**config.mk**
```make
export PLATFORM = sky130hd
export DESIGN_NAME = color_key_layer_compositor
export DESIGN_NICKNAME = d
export VERILOG_FILES = /design/src/sv/ckl_pkg.sv /design/src/sv/ckl_blend.sv /design/src/sv/color_key_layer_compositor.sv
export SDC_FILE = /design/constraint.sdc
export NUM_CORES = 1
export LEC_CHECK = 0
export BUFFER_PORTS_ARGS = -buffer_cell sky130_fd_sc_hd__buf_2
export CAP_MARGIN = 30
export CORE_UTILIZATION = 63
export DETAILED_ROUTE_END_ITERATION = 10
export PLACE_DENSITY = 0.9
export SETUP_SLACK_MARGIN = 0.05
export SLEW_MARGIN = 20
export SYNTH_ARGS = -nofsm -noshare
export SYNTH_HDL_FRONTEND = slang
export SYNTH_SLANG_ARGS = --single-unit
```
**constraint.sdc**
```tcl
create_clock -name clock -period 17.4 [get_ports clock]
set_clock_uncertainty 0.1 [all_clocks]
set_input_delay 2.61 -clock clock [delete_from_list [all_inputs] [get_ports clock]]
set_output_delay 2.61 -clock clock [all_outputs]
set_load 0.1 [all_outputs]
```
**src/sv/ckl_pkg.sv**
```systemverilog
// Shared types, constants and register indexes for the color-key layer compositor.
package ckl_pkg;

   localparam int NUM_LAYERS          = 4;
   localparam int MAX_DIM             = 4096;
   localparam int INPUT_LAYERS        = 4;
   localparam int CURSOR_DEFAULT_SIZE = 16;

   localparam int PIX_W   = 32;
   localparam int POS_W   = 12;
   localparam int DIM_W   = 13;
   localparam int MASK_W  = 4;
   localparam int INDEX_W = 3;

   localparam int REQ_DATA_W = PIX_W * INPUT_LAYERS;
   localparam int RSP_DATA_W = PIX_W + 2 * POS_W;

   typedef enum logic [INDEX_W-1:0] {
      REG_FRAME_WIDTH  = 3'd0,
      REG_FRAME_HEIGHT = 3'd1,
      REG_LAYER_ENABLE = 3'd2,
      REG_CURSOR_MODE  = 3'd3,
      REG_CURSOR_X     = 3'd4,
      REG_CURSOR_Y     = 3'd5,
      REG_CURSOR_W     = 3'd6,
      REG_CURSOR_H     = 3'd7
   } reg_index_type;

   typedef logic [INPUT_LAYERS-1:0][PIX_W-1:0] layer_pix_type;

   typedef struct packed {
      logic                    mode;
      logic signed [DIM_W-1:0] x;
      logic signed [DIM_W-1:0] y;
      logic        [DIM_W-1:0] w;
      logic        [DIM_W-1:0] h;
   } cursor_cfg_type;

endpackage

```
**src/sv/ckl_blend.sv**
```systemverilog
// Per-pixel layer selection: color-key overlays followed by the clipped cursor.
module ckl_blend import ckl_pkg::*; (
   input  layer_pix_type       layer_pix,
   input  logic [POS_W-1:0]    col,
   input  logic [POS_W-1:0]    row,
   input  logic [MASK_W-1:0]   enable_mask,
   input  cursor_cfg_type      cursor,
   output logic [PIX_W-1:0]    pixel
);

   localparam int EXT_W = DIM_W + 2;

   logic                    cursor_on;
   logic [DIM_W-1:0]        cur_w;
   logic [DIM_W-1:0]        cur_h;
   logic signed [EXT_W-1:0] x_lo;
   logic signed [EXT_W-1:0] y_lo;
   logic signed [EXT_W-1:0] x_hi;
   logic signed [EXT_W-1:0] y_hi;
   logic signed [EXT_W-1:0] col_s;
   logic signed [EXT_W-1:0] row_s;
   logic                    in_cursor;
   logic [PIX_W-1:0]        layered;

   // Ordinary overlays: higher index wins where its pixel is nonzero.
   always_comb begin
      layered = layer_pix[0];
      for (int i = 1; i < INPUT_LAYERS; i++) begin
         if (i < NUM_LAYERS && enable_mask[i] && !(i == 1 && cursor.mode) &&
             layer_pix[i] != '0) begin
            layered = layer_pix[i];
         end
      end
   end

   assign cursor_on = cursor.mode && enable_mask[1];
   assign cur_w     = (cursor.w != '0) ? cursor.w : DIM_W'(CURSOR_DEFAULT_SIZE);
   assign cur_h     = (cursor.h != '0) ? cursor.h : DIM_W'(CURSOR_DEFAULT_SIZE);

   // Signed compares keep a cursor partly off screen correctly clipped.
   assign x_lo  = EXT_W'(cursor.x);
   assign y_lo  = EXT_W'(cursor.y);
   assign x_hi  = x_lo + $signed({2'b00, cur_w});
   assign y_hi  = y_lo + $signed({2'b00, cur_h});
   assign col_s = $signed({{(EXT_W-POS_W){1'b0}}, col});
   assign row_s = $signed({{(EXT_W-POS_W){1'b0}}, row});

   assign in_cursor = (col_s >= x_lo) && (col_s < x_hi) && (row_s >= y_lo) && (row_s < y_hi);

   assign pixel = (cursor_on && in_cursor && layer_pix[1] != '0) ? layer_pix[1] : layered;

endmodule

```
**src/sv/color_key_layer_compositor.sv**
```systemverilog
// Color-key layer compositor top level: raster counters, two-stage pipeline, registers.
// Two register stages, input and result; an accepted transaction passes through the input
// stage and then the result register before it shows on rsp_tvalid.
// Throughput: one pixel per cycle; req_tready drops only when both stages hold
// data and rsp_tready is low.
// Reset clears the pipeline and the column/row counters and loads the register
// defaults (640 x 480, base layer only, cursor off, cursor at origin, size zero, shown as 16).
module color_key_layer_compositor import ckl_pkg::*; (
   input  logic                  clock,
   input  logic                  reset,
   input  logic                  req_tvalid,
   output logic                  req_tready,
   // base_pixel, layer_one_pixel, layer_two_pixel, layer_three_pixel (lowest bits first)
   input  logic [REQ_DATA_W-1:0] req_tdata,
   output logic                  rsp_tvalid,
   input  logic                  rsp_tready,
   // out_pixel, pixel_col, pixel_row (lowest bits first)
   output logic [RSP_DATA_W-1:0] rsp_tdata,
   output logic                  rsp_tlast,
   input  logic                  csr_we,
   input  logic [INDEX_W-1:0]    csr_index,
   input  logic [DIM_W-1:0]      csr_wdata
);

   localparam int SIZE_W = DIM_W + 1;
   localparam logic [SIZE_W-1:0] MAX_SIZE = SIZE_W'(MAX_DIM);

   // Configuration registers
   logic [DIM_W-1:0]  frame_width_ff;
   logic [DIM_W-1:0]  frame_height_ff;
   logic [MASK_W-1:0] layer_enable_ff;
   cursor_cfg_type    cursor_ff;

   // Raster counters
   logic [POS_W-1:0]  col_ff, col_in;
   logic [POS_W-1:0]  row_ff, row_in;

   // Input stage
   logic                  s1_valid_ff, s1_valid_in;
   logic [REQ_DATA_W-1:0] s1_data_ff;
   logic [POS_W-1:0]      s1_col_ff;
   logic [POS_W-1:0]      s1_row_ff;
   logic                  s1_last_ff;

   // Result stage
   logic                  rsp_valid_ff, rsp_valid_in;
   logic [RSP_DATA_W-1:0] rsp_data_ff;
   logic                  rsp_last_ff;

   logic              out_adv;
   logic              s1_adv;
   logic              req_acc;
   logic [SIZE_W-1:0] width_eff;
   logic [SIZE_W-1:0] height_eff;
   logic              end_line;
   logic              end_frame;
   logic [PIX_W-1:0]  blend_pix;

   always_ff @(posedge clock) begin
      if (reset) begin
         frame_width_ff  <= DIM_W'(640);
         frame_height_ff <= DIM_W'(480);
         layer_enable_ff <= MASK_W'(1);
         cursor_ff       <= '0;
      end else if (csr_we) begin
         unique case (reg_index_type'(csr_index))
            REG_FRAME_WIDTH:  frame_width_ff  <= csr_wdata;
            REG_FRAME_HEIGHT: frame_height_ff <= csr_wdata;
            REG_LAYER_ENABLE: layer_enable_ff <= csr_wdata[MASK_W-1:0];
            REG_CURSOR_MODE:  cursor_ff.mode  <= csr_wdata[0];
            REG_CURSOR_X:     cursor_ff.x     <= csr_wdata;
            REG_CURSOR_Y:     cursor_ff.y     <= csr_wdata;
            REG_CURSOR_W:     cursor_ff.w     <= csr_wdata;
            REG_CURSOR_H:     cursor_ff.h     <= csr_wdata;
            default: ;
         endcase
      end
   end

   // A zero size counts as one; sizes above the maximum are clamped.
   always_comb begin
      width_eff = {1'b0, frame_width_ff};
      if (frame_width_ff == '0) width_eff = SIZE_W'(1);
      else if (width_eff > MAX_SIZE) width_eff = MAX_SIZE;
      height_eff = {1'b0, frame_height_ff};
      if (frame_height_ff == '0) height_eff = SIZE_W'(1);
      else if (height_eff > MAX_SIZE) height_eff = MAX_SIZE;
   end

   assign end_line  = SIZE_W'(col_ff) >= (width_eff - SIZE_W'(1));
   assign end_frame = end_line && (SIZE_W'(row_ff) >= (height_eff - SIZE_W'(1)));

   assign out_adv    = !rsp_valid_ff || rsp_tready;
   assign s1_adv     = !s1_valid_ff || out_adv;
   assign req_tready = s1_adv;
   assign req_acc    = req_tvalid && s1_adv;

   always_comb begin
      col_in = col_ff;
      row_in = row_ff;
      if (req_acc) begin
         priority if (end_frame) begin
            col_in = '0;
            row_in = '0;
         end else if (end_line) begin
            col_in = '0;
            row_in = row_ff + POS_W'(1);
         end else begin
            col_in = col_ff + POS_W'(1);
         end
      end
   end

   assign s1_valid_in  = s1_adv ? req_tvalid : s1_valid_ff;
   assign rsp_valid_in = out_adv ? s1_valid_ff : rsp_valid_ff;

   always_ff @(posedge clock) begin
      if (reset) begin
         col_ff       <= '0;
         row_ff       <= '0;
         s1_valid_ff  <= 1'b0;
         rsp_valid_ff <= 1'b0;
      end else begin
         col_ff       <= col_in;
         row_ff       <= row_in;
         s1_valid_ff  <= s1_valid_in;
         rsp_valid_ff <= rsp_valid_in;
      end
   end

   always_ff @(posedge clock) begin
      if (req_acc) begin
         s1_data_ff <= req_tdata;
         s1_col_ff  <= col_ff;
         s1_row_ff  <= row_ff;
         s1_last_ff <= end_frame;
      end
      if (out_adv && s1_valid_ff) begin
         rsp_data_ff <= {s1_row_ff, s1_col_ff, blend_pix};
         rsp_last_ff <= s1_last_ff;
      end
   end

   ckl_blend u_blend (
      .layer_pix   (layer_pix_type'(s1_data_ff)),
      .col         (s1_col_ff),
      .row         (s1_row_ff),
      .enable_mask (layer_enable_ff),
      .cursor      (cursor_ff),
      .pixel       (blend_pix)
   );

   assign rsp_tvalid = rsp_valid_ff;
   assign rsp_tdata  = rsp_data_ff;
   assign rsp_tlast  = rsp_last_ff;

endmodule

```
==> qor.txt <==
CP max FO: 4
post-route insts no fill: 2005
DR top layer: met5
Slew Limit Headroom: 0.349
flop and latch count out of synthesis: 318
met2 wire length: 20500 um
CP required: 14.69 ns
Post-Syn Area: 15600 um2
final HPWL from detailed placement: 27800 um
Syn Inst Count: 1472
max-slew violation count: 0
sequential fraction of design power: 0.487
clk_lat worst skew: 0.51 ns
crit path kind: input pin to primary output
H-Tree Level Count: 2
Overall Global Routing Usage: 0.321
Slew @ Worst Pin: 0.976 ns
Main synth FF type: edfxtp_1
syn avg cell area: 10.6 um2
Seq/Total Area, Yosys: 0.544
overall die height: 159 um
setup bufs post-CTS: 0
vias in the first global route: 12400
R2R cell count: 17
initial antenna violation count: 9
drt total wl: 41100 um
Post-synth EDFFs: 210
pin count of the biggest net entering global routing: 95
final antenna-violating net count: 0
Iter 0 DRT Violations: 1459
Post-synth ARST share: 0
sw frac: 0.251
CTS resizes: 0
vias: 12600
Num Clock Sinks: 318
Setup TNS: 0 ns
HP Class: flop to flop
row count: 57
minimum clock period: 6.14 ns
Clock Pin Slew Worst Setup and Hold Paths: 0.06 ns
Worst Path Arrival: 3.43 ns
TritonCTS clock tree: yes
Synth area leaders: edfxtp_1 41%, dfxtp_1 14%, ha_1 8.2%, nand2_1 6.7%, a21oi_1 4.1%
clock network power share: 0.409
Syn-to-layout area delta: 15.1%
final worst-path cycle share: 0.353
Nets: 1903
Hold-fix buffers, CTS: 0
drt via density: 6.28
f_max: 163 MHz
core area: 24200 um2
internal power: 1340 uW
die width: 159 um
die area: 25300 um2
Distinct cells, synth: 75
outcome: complete, but fails checks
residual DRC count: 4
RSZ-0062 raised after global routing: no
first-pass GRT wire length: 64000 um
Ys Warns: 0
hold depth: 0
max cap viols: 0
GRT overflow: 0
WL met3: 3750 um
CP Launch Type: input pin
DRT Pass-1 Iters: 9
dpl cells: 1937
I/O Buffers: 207
static leakage: 0.00720 uW
Util after Layout: 0.739
Root Buffer: clkbuf_16
area share of the largest cell type after synthesis: 0.405
failing checks: design-rule violations
DR WL/cell: 20.5 um
Top Ports: 208
share of cells above drive strength 1: 0.194
Max VDD drop: 0.0780 mV
Net Sw Power: 447 uW
Setup violations, final: 0
gpl congestion: 0.913
syn_nets: 1725
Metal-1 WL: 14900 um
Initial Util: 0.642
Hold Fails Final Rpt: 0
hold slack: 0.338 ns
CTS Buffer Depth: 3
power density over the cells: 99.4 nW/um2
Gate power share: 0.104
CP Capture Type: primary output
Yosys top cell by area: edfxtp_1
CTS buffer count: 35
-- worst max-delay path, cell delays in order --
cell     delay [ns]
buf_2          0.10
nor2b_1        0.30
nand2_1        0.12
buf_2          0.30
-- logic make-up after synthesis --
kind of cell	after synthesis	share of synthesized area
flip-flops	318	0.544
AND/OR/NAND/NOR	498	0.147
AO/OA/AOI/OAI	324	0.123
adder cells (fa/ha/maj)	104	0.0845
multiplexers	67	0.0456
XOR/XNOR	38	0.0214
buffers and inverters	123	0.0337
-- stage by stage --
stage	total power (uW)	cell area, um2	worst slack (ns)
2_1_floorplan	1010	15600	7.83
3_3_place_gp	1050	16800	11.28
3_5_place_dp	1060	16800	11.24
4_1_cts	1790	17900	11.25
5_1_grt	1830	17900	11.20
6_report	1780	17900	11.26
-- routing by layer --
layer | vias to the layer above | global-route usage
li1 | 5721 | -
met1 | 5999 | 0.381
met2 | 710 | 0.561
met3 | 165 | 0.0615
met4 | 2 | 0.156
met5 | - | 0
-- cell type report --
class | instances | area, um2
Sequential cell | 318 | 8470
Fill cell | 1577 | 6320
Tap cell | 324 | 405
Timing Repair Buffer | 217 | 1120
Multi-Input combinational cell | 1031 | 6600
Inverter | 47 | 176
Clock inverter | 11 | 83.8
Clock buffer | 49 | 1040
Antenna cell | 8 | 20.0
-- Yosys cell counts (7+ instances only) --
| master | instances |
|---|---|
| mux2_2 | 31 |
| clkbuf_1 | 65 |
| inv_1 | 47 |
| nor2_1 | 57 |
| nand3_1 | 22 |
| o21ai_0 | 102 |
| and3_1 | 7 |
| xnor2_1 | 22 |
| nand3b_1 | 7 |
| nor3_1 | 14 |
| dfxtp_1 | 108 |
| ha_1 | 102 |
| a21o_1 | 17 |
| nor2b_1 | 10 |
| mux2i_1 | 35 |
| a21oi_1 | 129 |
| nor4_1 | 35 |
| nand2_1 | 278 |
| nand4_1 | 24 |
| xor2_1 | 16 |
| or3_1 | 9 |
| nand2b_1 | 12 |
| o31ai_1 | 7 |
| edfxtp_1 | 210 |
| a31oi_1 | 10 |
-- power by group through the flow --
stage	sequential (uW)	combinational, uW	clock, uW
floorplan	925	82.5	0
global placement	881	171	0
detailed placement	883	180	0
CTS	868	183	735
global route	871	199	761
finish	869	185	729
-- registers in the layout (all words and copies together) (netlist names) --
name / count
row_ff: 12
rsp_tdata: 56
s1_col_ff: 12
rsp_tvalid: 1
frame_height_ff: 13
s1_row_ff: 12
frame_width_ff: 13
s1_data_ff: 128
s1_valid_ff: 1
s1_last_ff: 1
rsp_tlast: 1
col_ff: 12
cursor_ff: 53
layer_enable_ff: 3
-- final timing paths --
kind | to | from | slack, ns
setup / recovery | req_tready | rsp_tready | 11.26
hold / removal | rsp_tlast$_DFFE_PP_ | s1_last_ff$_DFFE_PP_ | 0.34
setup reg to reg | rsp_tdata[10]$_DFFE_PP_ | cursor_ff[7]$_SDFFE_PP0P_ | 11.97
hold reg to reg | rsp_tlast$_DFFE_PP_ | s1_last_ff$_DFFE_PP_ | 0.34
-- layout by cell type, fill, tap and decap left out, types with 5 or more instances in the layout --
cell,Yosys,layout
nand2_1,278,278
edfxtp_1,210,210
buf_2,0,207
a21oi_1,129,129
dfxtp_1,108,108
o21ai_0,102,102
ha_1,102,102
nor2_1,57,57
inv_1,47,47
clkbuf_16,0,39
nor4_1,35,35
mux2i_1,35,35
mux2_2,31,31
nand4_1,24,24
nand3_1,22,22
xnor2_1,22,22
a21o_1,17,17
xor2_1,16,16
nor3_1,14,13
nand2b_1,12,12
a31oi_1,10,10
nor2b_1,10,9
or3_1,9,9
buf_4,3,9
diode_2,0,8
and3_1,7,7
o31ai_1,7,7
nand3b_1,7,7
a211oi_1,6,6
o211ai_1,6,6
clkbuf_1,65,6
a211o_1,5,5
o21a_1,6,5
clkinv_2,0,5
Power figures use the tool's default switching activity.
